## src/aobt_pkg.sv

```systemverilog
// ----------------------------------------------------------------------------
// aobt_pkg
// Types and constants shared by the add-order top-of-book tracker.
// ----------------------------------------------------------------------------
`timescale 1ns / 1ps

package aobt_pkg;

  localparam logic [7:0]  TYPE_ADD  = 8'h41;
  localparam logic [7:0]  SIDE_BUY  = 8'h42;
  localparam logic [7:0]  SIDE_SELL = 8'h53;

  localparam logic [5:0]  OFS_TYPE   = 6'd0;
  localparam logic [5:0]  OFS_SIDE   = 6'd19;
  localparam logic [5:0]  OFS_SHR_LO = 6'd20;
  localparam logic [5:0]  OFS_SHR_HI = 6'd23;
  localparam logic [5:0]  OFS_PRC_LO = 6'd32;
  localparam logic [5:0]  OFS_PRC_HI = 6'd35;
  localparam logic [5:0]  OFS_LIMIT  = 6'd36;

  localparam logic [31:0] SPREAD_LIMIT_RST = 32'h0000_1000;
  localparam logic [31:0] SHARE_FLOOR_RST  = 32'd100;
  localparam logic [31:0] ASK_NONE         = 32'hFFFF_FFFF;

  localparam logic CFG_SPREAD_LIMIT = 1'b0;
  localparam logic CFG_SHARE_FLOOR  = 1'b1;

  typedef struct packed {
    logic [7:0]  msg_type;
    logic [7:0]  side;
    logic [31:0] shares;
    logic [31:0] price;
  } cap_t;

  typedef struct packed {
    logic        buy_signal;
    logic [31:0] decisions_total;
    logic [31:0] ask_price;
    logic [31:0] bid_price;
  } res_t;

endpackage

```

## src/aobt_capture.sv

```systemverilog
// ----------------------------------------------------------------------------
// aobt_capture
// Tracks the byte offset and captures the message fields of interest.
// ----------------------------------------------------------------------------
`timescale 1ns / 1ps

module aobt_capture (
  input  logic               clk,
  input  logic               rst_n,
  input  logic               step,
  input  logic [7:0]         msg_byte,
  input  logic               end_of_message,
  output aobt_pkg::cap_t     cap_o
);

  logic [5:0]     offset_r;
  logic [5:0]     offset_nxt;
  aobt_pkg::cap_t cap_r;
  aobt_pkg::cap_t cap_nxt;

  // The captures including the current byte, so the final byte is seen.
  always_comb begin
    cap_nxt = cap_r;
    if (offset_r == aobt_pkg::OFS_TYPE) begin
      cap_nxt.msg_type = msg_byte;
    end else if (offset_r == aobt_pkg::OFS_SIDE) begin
      cap_nxt.side = msg_byte;
    end else if (offset_r >= aobt_pkg::OFS_SHR_LO && offset_r <= aobt_pkg::OFS_SHR_HI) begin
      cap_nxt.shares = {cap_r.shares[23:0], msg_byte};
    end else if (offset_r >= aobt_pkg::OFS_PRC_LO && offset_r <= aobt_pkg::OFS_PRC_HI) begin
      cap_nxt.price = {cap_r.price[23:0], msg_byte};
    end
    offset_nxt = (offset_r < aobt_pkg::OFS_LIMIT) ? offset_r + 6'd1 : offset_r;
  end

  always_ff @(posedge clk) begin
    if (!rst_n) begin
      offset_r <= '0;
      cap_r    <= '0;
    end else if (step) begin
      if (end_of_message) begin
        offset_r <= '0;
        cap_r    <= '0;
      end else begin
        offset_r <= offset_nxt;
        cap_r    <= cap_nxt;
      end
    end
  end

  assign cap_o = cap_nxt;

endmodule

```

## src/aobt_book.sv

```systemverilog
// ----------------------------------------------------------------------------
// aobt_book
// Holds the best bid, best ask and decision count, and forms each result.
// ----------------------------------------------------------------------------
`timescale 1ns / 1ps

module aobt_book (
  input  logic               clk,
  input  logic               rst_n,
  input  logic               step,
  input  aobt_pkg::cap_t     cap_i,
  input  logic [31:0]        spread_limit,
  input  logic [31:0]        min_share_count,
  output aobt_pkg::res_t     res_o
);

  logic [31:0] bid_r;
  logic [31:0] ask_r;
  logic [31:0] count_r;
  logic        is_add;
  logic        raise_bid;
  logic        lower_ask;
  logic [31:0] bid_nxt;
  logic [31:0] ask_nxt;
  logic        crossed_ok;
  logic [31:0] spread;
  logic        decide;

  always_comb begin
    is_add    = (cap_i.msg_type == aobt_pkg::TYPE_ADD);
    raise_bid = is_add && (cap_i.side == aobt_pkg::SIDE_BUY) && (cap_i.price > bid_r);
    lower_ask = is_add && (cap_i.side == aobt_pkg::SIDE_SELL) && (cap_i.price < ask_r);
    bid_nxt   = raise_bid ? cap_i.price : bid_r;
    ask_nxt   = lower_ask ? cap_i.price : ask_r;

    // The spread is formed from whichever side moved, in parallel with the moves.
    if (raise_bid) begin
      crossed_ok = ask_r > cap_i.price;
      spread     = ask_r - cap_i.price;
    end else if (lower_ask) begin
      crossed_ok = cap_i.price > bid_r;
      spread     = cap_i.price - bid_r;
    end else begin
      crossed_ok = ask_r > bid_r;
      spread     = ask_r - bid_r;
    end

    decide = is_add && crossed_ok && (spread < spread_limit) &&
             (cap_i.shares > min_share_count);

    res_o.bid_price       = bid_nxt;
    res_o.ask_price       = ask_nxt;
    res_o.decisions_total = count_r + {31'd0, decide};
    res_o.buy_signal      = decide;
  end

  always_ff @(posedge clk) begin
    if (!rst_n) begin
      bid_r   <= '0;
      ask_r   <= aobt_pkg::ASK_NONE;
      count_r <= '0;
    end else if (step) begin
      bid_r   <= res_o.bid_price;
      ask_r   <= res_o.ask_price;
      count_r <= res_o.decisions_total;
    end
  end

endmodule

```

## src/itch_add_order_top_of_book_top.sv

```systemverilog
// ----------------------------------------------------------------------------
// itch_add_order_top_of_book_top
// Byte-stream add-order parser with best bid/ask tracking and buy decisions.
// ----------------------------------------------------------------------------
// The block takes one message byte per cycle with tlast on the final byte and
// gives one result per message: the final byte passes the input register,
// then the parse and book logic into the output register. A byte that is not
// final never waits on the output side, and a final byte waits only while an
// earlier result is still held and not taken, so bytes are taken at one per
// cycle unless a held result stalls a final byte.
`timescale 1ns / 1ps

module itch_add_order_top_of_book_top (
  input  logic         clk,
  input  logic         rst_n,
  input  logic         in_tvalid,
  output logic         in_tready,
  input  logic [7:0]   in_tdata,   // [7:0] msg_byte
  input  logic         in_tlast,   // end_of_message
  output logic         out_tvalid,
  input  logic         out_tready,
  output logic [95:0]  out_tdata,  // [31:0] bid_price, [63:32] ask_price,
                                   // [95:64] decisions_total
  output logic         out_tuser,  // buy_signal
  input  logic         cfg_valid,
  output logic         cfg_ready,
  input  logic         cfg_index,
  input  logic [31:0]  cfg_data
);

  logic           in_vld_r;
  logic [7:0]     in_byte_r;
  logic           in_eom_r;
  logic           advance;
  logic [31:0]    spread_limit_r;
  logic [31:0]    share_floor_r;
  logic           out_vld_r;
  aobt_pkg::res_t out_res_r;
  aobt_pkg::cap_t cap;
  aobt_pkg::res_t res;

  assign advance   = in_vld_r && (!in_eom_r || !out_vld_r || out_tready);
  assign in_tready = !in_vld_r || advance;
  assign cfg_ready = 1'b1;

  always_ff @(posedge clk) begin
    if (!rst_n) begin
      in_vld_r <= 1'b0;
    end else if (in_tready) begin
      in_vld_r <= in_tvalid;
    end
  end

  always_ff @(posedge clk) begin
    if (in_tready && in_tvalid) begin
      in_byte_r <= in_tdata;
      in_eom_r  <= in_tlast;
    end
  end

  always_ff @(posedge clk) begin
    if (!rst_n) begin
      spread_limit_r <= aobt_pkg::SPREAD_LIMIT_RST;
      share_floor_r  <= aobt_pkg::SHARE_FLOOR_RST;
    end else if (cfg_valid && cfg_ready) begin
      case (cfg_index)
        aobt_pkg::CFG_SPREAD_LIMIT: spread_limit_r <= cfg_data;
        aobt_pkg::CFG_SHARE_FLOOR:  share_floor_r  <= cfg_data;
        default: ;
      endcase
    end
  end

  aobt_capture u_capture (
    .clk            (clk),
    .rst_n          (rst_n),
    .step           (advance),
    .msg_byte       (in_byte_r),
    .end_of_message (in_eom_r),
    .cap_o          (cap)
  );

  aobt_book u_book (
    .clk             (clk),
    .rst_n           (rst_n),
    .step            (advance && in_eom_r),
    .cap_i           (cap),
    .spread_limit    (spread_limit_r),
    .min_share_count (share_floor_r),
    .res_o           (res)
  );

  always_ff @(posedge clk) begin
    if (!rst_n) begin
      out_vld_r <= 1'b0;
    end else if (advance && in_eom_r) begin
      out_vld_r <= 1'b1;
    end else if (out_tready) begin
      out_vld_r <= 1'b0;
    end
  end

  always_ff @(posedge clk) begin
    if (advance && in_eom_r) begin
      out_res_r <= res;
    end
  end

  assign out_tvalid = out_vld_r;
  assign out_tdata  = {out_res_r.decisions_total, out_res_r.ask_price, out_res_r.bid_price};
  assign out_tuser  = out_res_r.buy_signal;

endmodule

```

## config.mk

```make
export PLATFORM = sky130hd
export DESIGN_NAME = itch_add_order_top_of_book_top
export DESIGN_NICKNAME = d
export VERILOG_FILES = /design/src/aobt_pkg.sv /design/src/aobt_capture.sv /design/src/aobt_book.sv /design/src/itch_add_order_top_of_book_top.sv
export SDC_FILE = /design/constraint.sdc
export NUM_CORES = 1
export LEC_CHECK = 0
export BUFFER_PORTS_ARGS = -buffer_cell sky130_fd_sc_hd__buf_2
export CAP_MARGIN = 5
export CORE_ASPECT_RATIO = 0.8
export CORE_MARGIN = 3
export CORE_UTILIZATION = 50
export DETAILED_ROUTE_END_ITERATION = 10
export GPL_TIMING_DRIVEN = 0
export PLACE_DENSITY = 0.8
export REMOVE_ABC_BUFFERS = 1
export SLEW_MARGIN = 25
export SYNTH_ARGS = -nofsm -noshare
export SYNTH_HDL_FRONTEND = slang
export SYNTH_SLANG_ARGS = --single-unit
```

## constraint.sdc

```tcl
create_clock -name clk -period 10.6 [get_ports clk]
set_input_delay 1.06 -clock clk [delete_from_list [all_inputs] [get_ports clk]]
set_output_delay 1.06 -clock clk [all_outputs]
set_load 0.05 [all_outputs]
```

# == Yosys cells after proc, flatten, opt, wreduce, memory -nomap -nowiden ==
# Index checks and enable logic that the tools add are counted.
# word_totals
register_bits,354
inputBits,47
elab_cells,81
output_inout_bits,100
# classes
n_lt_le_gt_ge,11
n_eq_ne,4
n_bitwise,1
n_reduce_logical,24
muxes,18
addsub,5
# op_table
op,n
two-way mux 32 bit,7
greater-than comparator 32 bit,4
subtractor 32 bit,3
two-way mux 80 bit,1
two-way mux 72 bit,1
< comparator 32 bit,2
two-way mux 64 bit,1
adder 32 x 1 -> 32 bit,1
"equality test 8 x 7 -> 1 bit, second input constant",3
two-way mux 8 bit,2
logical AND 1 bit,12
two-way mux 6 bit,2
"adder 6 x 1 -> 6 bit, second input constant",1
"equality test 6 x 5 -> 1 bit, second input constant",1
"greater-or-equal comparator 6 x 5 -> 1 bit, second input constant",1
"greater-or-equal comparator 6 bit, second input constant",1
"<= comparator 6 x 5 -> 1 bit, second input constant",1
"<= comparator 6 bit, second input constant",1
logical NOT 6 bit,1
"< comparator 6 bit, second input constant",1
AND reduction 2 bit,3
two-way mux 1 bit,4
nonzero test 2 bit,2
logical NOT 1 bit,3
2 further kinds,4

# == Longest topological paths before layout ==
# logic_depth
depth_word,15
ltp_mapped,41
ltp_nobuf,39

# == Modules after synthesis ==
# From an unflattened synthesis, not the netlist that was laid out.
# hier_totals
cells_unflattened,2571
hier_area_um2,22506.6
# modules_own_cells
module,cells_per_inst,n_inst,seq_area_each_um2,area_per_inst_um2
aobt_book,1681,1,1921.8,12250.5
itch_add_order_top_of_book_top,401,1,4504.3,5677.9
aobt_capture,489,1,1721.7,4578.1

# == Worst setup path before layout ==
# No wires, ideal clock.
# synth_timing
kind,register -> register
from,register u_capture.offset_r[0]
to,register u_book.count_r[28]
path_stages_with_launch,41
n_path_buf,5
arrival_time_ps,7690
synth_period_minus_slack_ps,7805
setup_ps,115
t_required_ps,10485
setup_slack_ps,2795
cell_sequence,dfxtp_1 ha_1 nand2b_1 nand3_1 buf_1 mux2_2 ha_1 nand2_1 nor4b_4 nand4_1 nor2b_1 a31oi_1 a21o_1 buf_6 buf_6 buf_4 buf_4 nor2_1 [... 5 more ...] nor2_1 a2111oi_0 o21ai_0 a21oi_1 o2111ai_1 a311oi_1 ha_1 ha_1 nand3_1 nor2_2 and4_1 and4_1 nand3_2 nor2_2 nand3_1 nor3_1 xor2_1 and2_1
# synth_lines
element,line_no,source
from (decl),aobt_capture.sv:16,logic [5:0] offset_r;
from (signal assigned),aobt_capture.sv:45,offset_r <= offset_nxt;
to (signal assigned),aobt_book.sv:65,count_r <= res_o.decisions_total;
to (decl),aobt_book.sv:19,logic [31:0] count_r;

==> impl_results.html <==
<table>
<tr><th>Metric</th><th>Value</th></tr>
<tr><th colspan="2">Clock network</th></tr>
<tr><td>Number of H-tree branching levels</td><td>2</td></tr>
<tr><td>Clock Path Buffers</td><td>3</td></tr>
<tr><td>Clock slew seen by the registers of the worst setup and hold paths</td><td>60 ps</td></tr>
<tr><td>Root Driver</td><td>sky130_fd_sc_hd__clkbuf_16</td></tr>
<tr><td>Hold-fix buffers at CTS</td><td>0</td></tr>
<tr><td>Clock insertion delay at the later pin of the skew report</td><td>~580 ps</td></tr>
<tr><td>Sink Count</td><td>354</td></tr>
<tr><td>Num CTS Buffers</td><td>38</td></tr>
<tr><td>CTS tree</td><td>done</td></tr>
<tr><th colspan="2">Synthesis</th></tr>
<tr><td>Share of synthesized registers carrying an async set or reset</td><td>0%</td></tr>
<tr><td>EDFF count, synth</td><td>~110</td></tr>
<tr><td>Number of library cell types mapped by synthesis</td><td>between 80 and 90</td></tr>
<tr><td>Top-count cell post-synth</td><td>sky130_fd_sc_hd__nand2_1</td></tr>
<tr><td>Synth area leader</td><td>sky130_fd_sc_hd__dfxtp_1</td></tr>
<tr><td>Most used DFF post-synth</td><td>sky130_fd_sc_hd__dfxtp_1</td></tr>
<tr><td>Post-Synthesis Cell Area</td><td>approximately 22000 sq um</td></tr>
<tr><td>Share of Yosys cell area claimed by the top area cell type</td><td>between 20% and 30%</td></tr>
<tr><td>Sequential area share after synthesis</td><td>a little under two fifths</td></tr>
<tr><td>Synth top cells by count</td><td>sky130_fd_sc_hd__nand2_1 (303), sky130_fd_sc_hd__dfxtp_1 (248), sky130_fd_sc_hd__a21oi_1 (183)</td></tr>
<tr><td>Syn_area_per_cell</td><td>around 8.8 sq um</td></tr>
<tr><td>Synth Register Bits</td><td>~350</td></tr>
<tr><td>Main area contributors after synthesis</td><td>sky130_fd_sc_hd__dfxtp_1 (23%), sky130_fd_sc_hd__edfxtp_1 (15%), sky130_fd_sc_hd__ha_1 (9.4%)</td></tr>
<tr><td>Synthesized instance count</td><td>around 2500</td></tr>
<tr><td>Warning count from the yosys run</td><td>0</td></tr>
<tr><th colspan="2">Job</th></tr>
<tr><td># Max-Cap Violations</td><td>0</td></tr>
<tr><th colspan="2">Routing</th></tr>
<tr><td>Number of remaining DRC errors</td><td>0</td></tr>
<tr><td>Number of vias in the routed layout</td><td>about 19000</td></tr>
<tr><td>Number of vias per cell after detailed routing</td><td>about 5.9</td></tr>
<tr><td>Residual antenna-violating net count after detailed routing</td><td>0</td></tr>
<tr><td>Detailed Route WL</td><td>roughly 60 mm</td></tr>
<tr><td>Violation count after the first detailed-routing iteration</td><td>between 1500 and 2000</td></tr>
<tr><td>First drt pass iteration count</td><td>6</td></tr>
<tr><td>Final routed wire length divided by cell count</td><td>19.1 um</td></tr>
<tr><th colspan="2">Global route</th></tr>
<tr><td>Via count of the first global-routing pass</td><td>around 17000</td></tr>
<tr><td>Tot GR Track Use</td><td>about a quarter</td></tr>
<tr><td>Largest net degree at the start of global routing</td><td>around 130</td></tr>
<tr><td>First-pass GRT wire length</td><td>roughly 93 mm</td></tr>
<tr><td>Initial antenna violation count</td><td>3</td></tr>
<tr><td>Total grt overflow</td><td>0</td></tr>
<tr><th colspan="2">Floorplanning</th></tr>
<tr><td>Core footprint</td><td>42400 sq um</td></tr>
<tr><td>Row count</td><td>67</td></tr>
<tr><td>Full die area</td><td>between 40000 and 50000 sq um</td></tr>
<tr><td>Overall die height</td><td>around 190 um</td></tr>
<tr><td>IO Pins</td><td>147</td></tr>
<tr><td>Initial core utilization</td><td>roughly half</td></tr>
<tr><td>Die Span X</td><td>roughly 240 um</td></tr>
<tr><th colspan="2">Hold path</th></tr>
<tr><td>Class of the most critical hold timing path</td><td>reg -&gt; reg</td></tr>
<tr><td>Hold-critical path endpoint</td><td>share_floor_r[17]</td></tr>
<tr><td>Worst Hold Launch</td><td>share_floor_r[17]</td></tr>
<tr><td>Hold depth</td><td>2</td></tr>
<tr><th colspan="2">Finish</th></tr>
<tr><td>Final core area utilization</td><td>approximately 57%</td></tr>
<tr><td>Area of all placed cells without fillers</td><td>roughly 24000 sq um</td></tr>
<tr><td>Synthesis-to-finish area growth</td><td>12.0%</td></tr>
<tr><td>Final-stage net count</td><td>roughly 2800</td></tr>
<tr><td>Fraction of layout instances using a drive strength above 1</td><td>~14%</td></tr>
<tr><th colspan="2">Worst setup path</th></tr>
<tr><td>Kind of end point of the critical path</td><td>flop</td></tr>
<tr><td>Startpoint kind of the worst setup timing path</td><td>flop</td></tr>
<tr><td>Type of the setup path with the least slack</td><td>reg -&gt; reg</td></tr>
<tr><td>Largest fanout on the critical path</td><td>51</td></tr>
<tr><td>Worst reg2reg startpoint</td><td>u_capture.offset_r[1]</td></tr>
<tr><td>Worst flop-to-flop path endpoint</td><td>u_book.count_r[30]</td></tr>
<tr><td>Delay of the slowest critical-path stage</td><td>440 ps</td></tr>
<tr><td>Length in cells of the worst reg-to-reg path</td><td>38</td></tr>
<tr><td>Master of the slowest instance on the critical path</td><td>sky130_fd_sc_hd__a2111oi_2</td></tr>
<tr><td>Crit path top cell by count</td><td>sky130_fd_sc_hd__ha_1</td></tr>
<tr><td>Data arrival time of the critical path</td><td>roughly 10000 ps</td></tr>
<tr><td>Setup slack of the worst register-to-register path</td><td>between 600 and 700 ps</td></tr>
<tr><td>Required time reported for the critical path endpoint</td><td>between 10000 and 15000 ps</td></tr>
<tr><th colspan="2">Timing</th></tr>
<tr><td>Final count of negative-setup-slack endpoints</td><td>0</td></tr>
<tr><td>Time the worst path needs with I/O delays and setup</td><td>roughly 10000 ps</td></tr>
<tr><td>Max Transition Viols Final</td><td>0</td></tr>
<tr><td>Final count of hold timing violations</td><td>0</td></tr>
<tr><td>Worst-Margin Slew</td><td>between 900 and 1000 ps</td></tr>
<tr><td>Maximum frequency from static timing analysis</td><td>~100 MHz</td></tr>
<tr><td>Worst slew margin relative to its limit</td><td>between 30% and 40%</td></tr>
<tr><td>Setup repair after global routing missed its margin</td><td>no</td></tr>
<tr><td>Setup Total Neg Slack</td><td>0 ps</td></tr>
<tr><td>Worst setup margin</td><td>around 600 ps</td></tr>
<tr><td>Final Cycle Share</td><td>a little over nine tenths</td></tr>
<tr><td>Clock skew after layout</td><td>17.7 ps</td></tr>
<tr><th colspan="2">Placement</th></tr>
<tr><td>Total cell area at the placement stage</td><td>about 23000 sq um</td></tr>
<tr><td>DP Worst Slack</td><td>-307 ps</td></tr>
<tr><td>PortBufs</td><td>approximately 150</td></tr>
<tr><td>RD Place Congestion</td><td>about 0.96</td></tr>
<tr><td>DP HPWL</td><td>44.2 mm</td></tr>
<tr><th colspan="2">Power and ir drop</th></tr>
<tr><td>Leakage component of the power</td><td>9.72 nW</td></tr>
<tr><td>Power Dens Cells</td><td>approximately 130 nW/um^2</td></tr>
<tr><td>IR Drop Worst-Case VDD</td><td>0.0933 mV</td></tr>
<tr><td>Total power after layout</td><td>a little over 3 mW</td></tr>
<tr><th colspan="2">Status</th></tr>
<tr><td>Result of the run</td><td>finished, final reports clean</td></tr>
</table>
[critical path, delay by kind of cell, from the launching register on]
family          cells  cell delay, ps
xor+xnor            1             110
flops               1             380
mux                 1             260
fa+ha+maj           6            1720
simple gates       14            3430
buf+inv             4             780
compound gates     12            3150
[state kept, by name, indices dropped and copies added, names as in the netlist]
register and cells:
in_eom_r 1, share_floor_r 32, out_tvalid 1, out_tuser 1
u_book.count_r 32, spread_limit_r 32, u_book.bid_r 32, in_byte_r 8
u_capture.offset_r 6, in_vld_r 1, out_tdata 96, u_capture.cap_r 80
u_book.ask_r 32
[routing by layer]
metal  track usage (%)  up-vias  wire length, um
li1                  -     8940                -
met1              36.2     8946            27600
met2              39.5      709            26600
met3              3.80       92             4190
met4              7.86        4             1510
met5                 0        -               32
[power breakdown]
group | switching [mW] | total, mW | leakage, nW | internal, mW
logic | 0.192 | 0.304 | 6.02 | 0.112
clock network | 0.563 | 1.32 | 0.608 | 0.759
registers | 0.0229 | 1.44 | 3.08 | 1.42
[what timing repair did]
item | in CTS | in global routing
resized for setup | 2 | 6
gates cloned | 1 | 1
setup endpoints to repair | 13 | 16
buffers inserted | 0 | 2
pin swaps | 1 | 3
[logic make-up (layout without fill, tap and decap cells)]
logic type,Yosys count,in the layout,synth area share [%]
AO/OA/AOI/OAI,611,613,18.4
AND/OR/NAND/NOR,850,850,19.1
buffers and inverters,272,383,5.03
multiplexers,98,98,5.06
flip-flops,354,354,37.5
other,1,3,0.0172
XOR/XNOR,128,128,5.16
adder cells (fa/ha/maj),167,167,9.71
[cells in the final DEF, fill, tap and decap left out, types with 11 or more instances in the layout]
cell | netlist | layout
sky130_fd_sc_hd__a211oi_1 | 16 | 16
sky130_fd_sc_hd__a21boi_0 | 77 | 77
sky130_fd_sc_hd__a21o_1 | 46 | 45
sky130_fd_sc_hd__a21oi_1 | 183 | 182
sky130_fd_sc_hd__a22oi_1 | 81 | 81
sky130_fd_sc_hd__a31oi_1 | 16 | 15
sky130_fd_sc_hd__and2_1 | 68 | 67
sky130_fd_sc_hd__and3_1 | 14 | 14
sky130_fd_sc_hd__and4_1 | 11 | 11
sky130_fd_sc_hd__buf_2 | 16 | 144
sky130_fd_sc_hd__clkbuf_16 | 0 | 38
sky130_fd_sc_hd__dfxtp_1 | 248 | 248
sky130_fd_sc_hd__edfxtp_1 | 106 | 106
sky130_fd_sc_hd__ha_1 | 164 | 164
sky130_fd_sc_hd__inv_1 | 153 | 153
sky130_fd_sc_hd__mux2_2 | 95 | 95
sky130_fd_sc_hd__nand2_1 | 303 | 299
sky130_fd_sc_hd__nand2b_1 | 13 | 12
sky130_fd_sc_hd__nand3_1 | 67 | 66
sky130_fd_sc_hd__nand4_1 | 28 | 28
sky130_fd_sc_hd__nor2_1 | 150 | 148
sky130_fd_sc_hd__nor2b_1 | 101 | 100
sky130_fd_sc_hd__nor3_1 | 40 | 40
sky130_fd_sc_hd__o211ai_1 | 18 | 18
sky130_fd_sc_hd__o21ai_0 | 76 | 75
sky130_fd_sc_hd__o21bai_1 | 11 | 11
sky130_fd_sc_hd__or3_1 | 15 | 15
sky130_fd_sc_hd__xnor2_1 | 74 | 74
sky130_fd_sc_hd__xor2_1 | 54 | 54
[through the flow]
stage / hold WS [ps] / instances
after floorplan: 443 / 2363
after global placement: 455 / 3060
after detailed placement: 458 / 3074
after CTS: 466 / 3143
after global routing: 487 / 3146
final: 464 / 3148
[layout make-up]
cell class / instances / area [sq um]
inverter: 154 / 586
sequential: 354 / 8150
clock inverter: 11 / 129
multi-input combinational: 1857 / 12600
fill: 3741 / 18100
tap: 552 / 691
clock buffer: 57 / 1110
antenna: 2 / 5.00
timing repair buffer: 161 / 1070
[worst max-delay path by stage]
stage / to / from / slack, ps / cells after the start
after floorplan: u_book.count_r[28] / u_capture.offset_r[1] / -730 / 36
after detailed placement: u_book.count_r[30] / u_capture.offset_r[1] / -310 / 35
after global placement: u_book.count_r[29] / u_capture.offset_r[2] / -5750 / 34
after CTS: u_book.count_r[30] / u_capture.offset_r[1] / 70 / 35
final: u_book.count_r[30] / u_capture.offset_r[1] / 600 / 38
after global routing: u_book.count_r[30] / u_capture.offset_r[1] / 100 / 39
No activity file was read; power rests on OpenSTA's default activity.
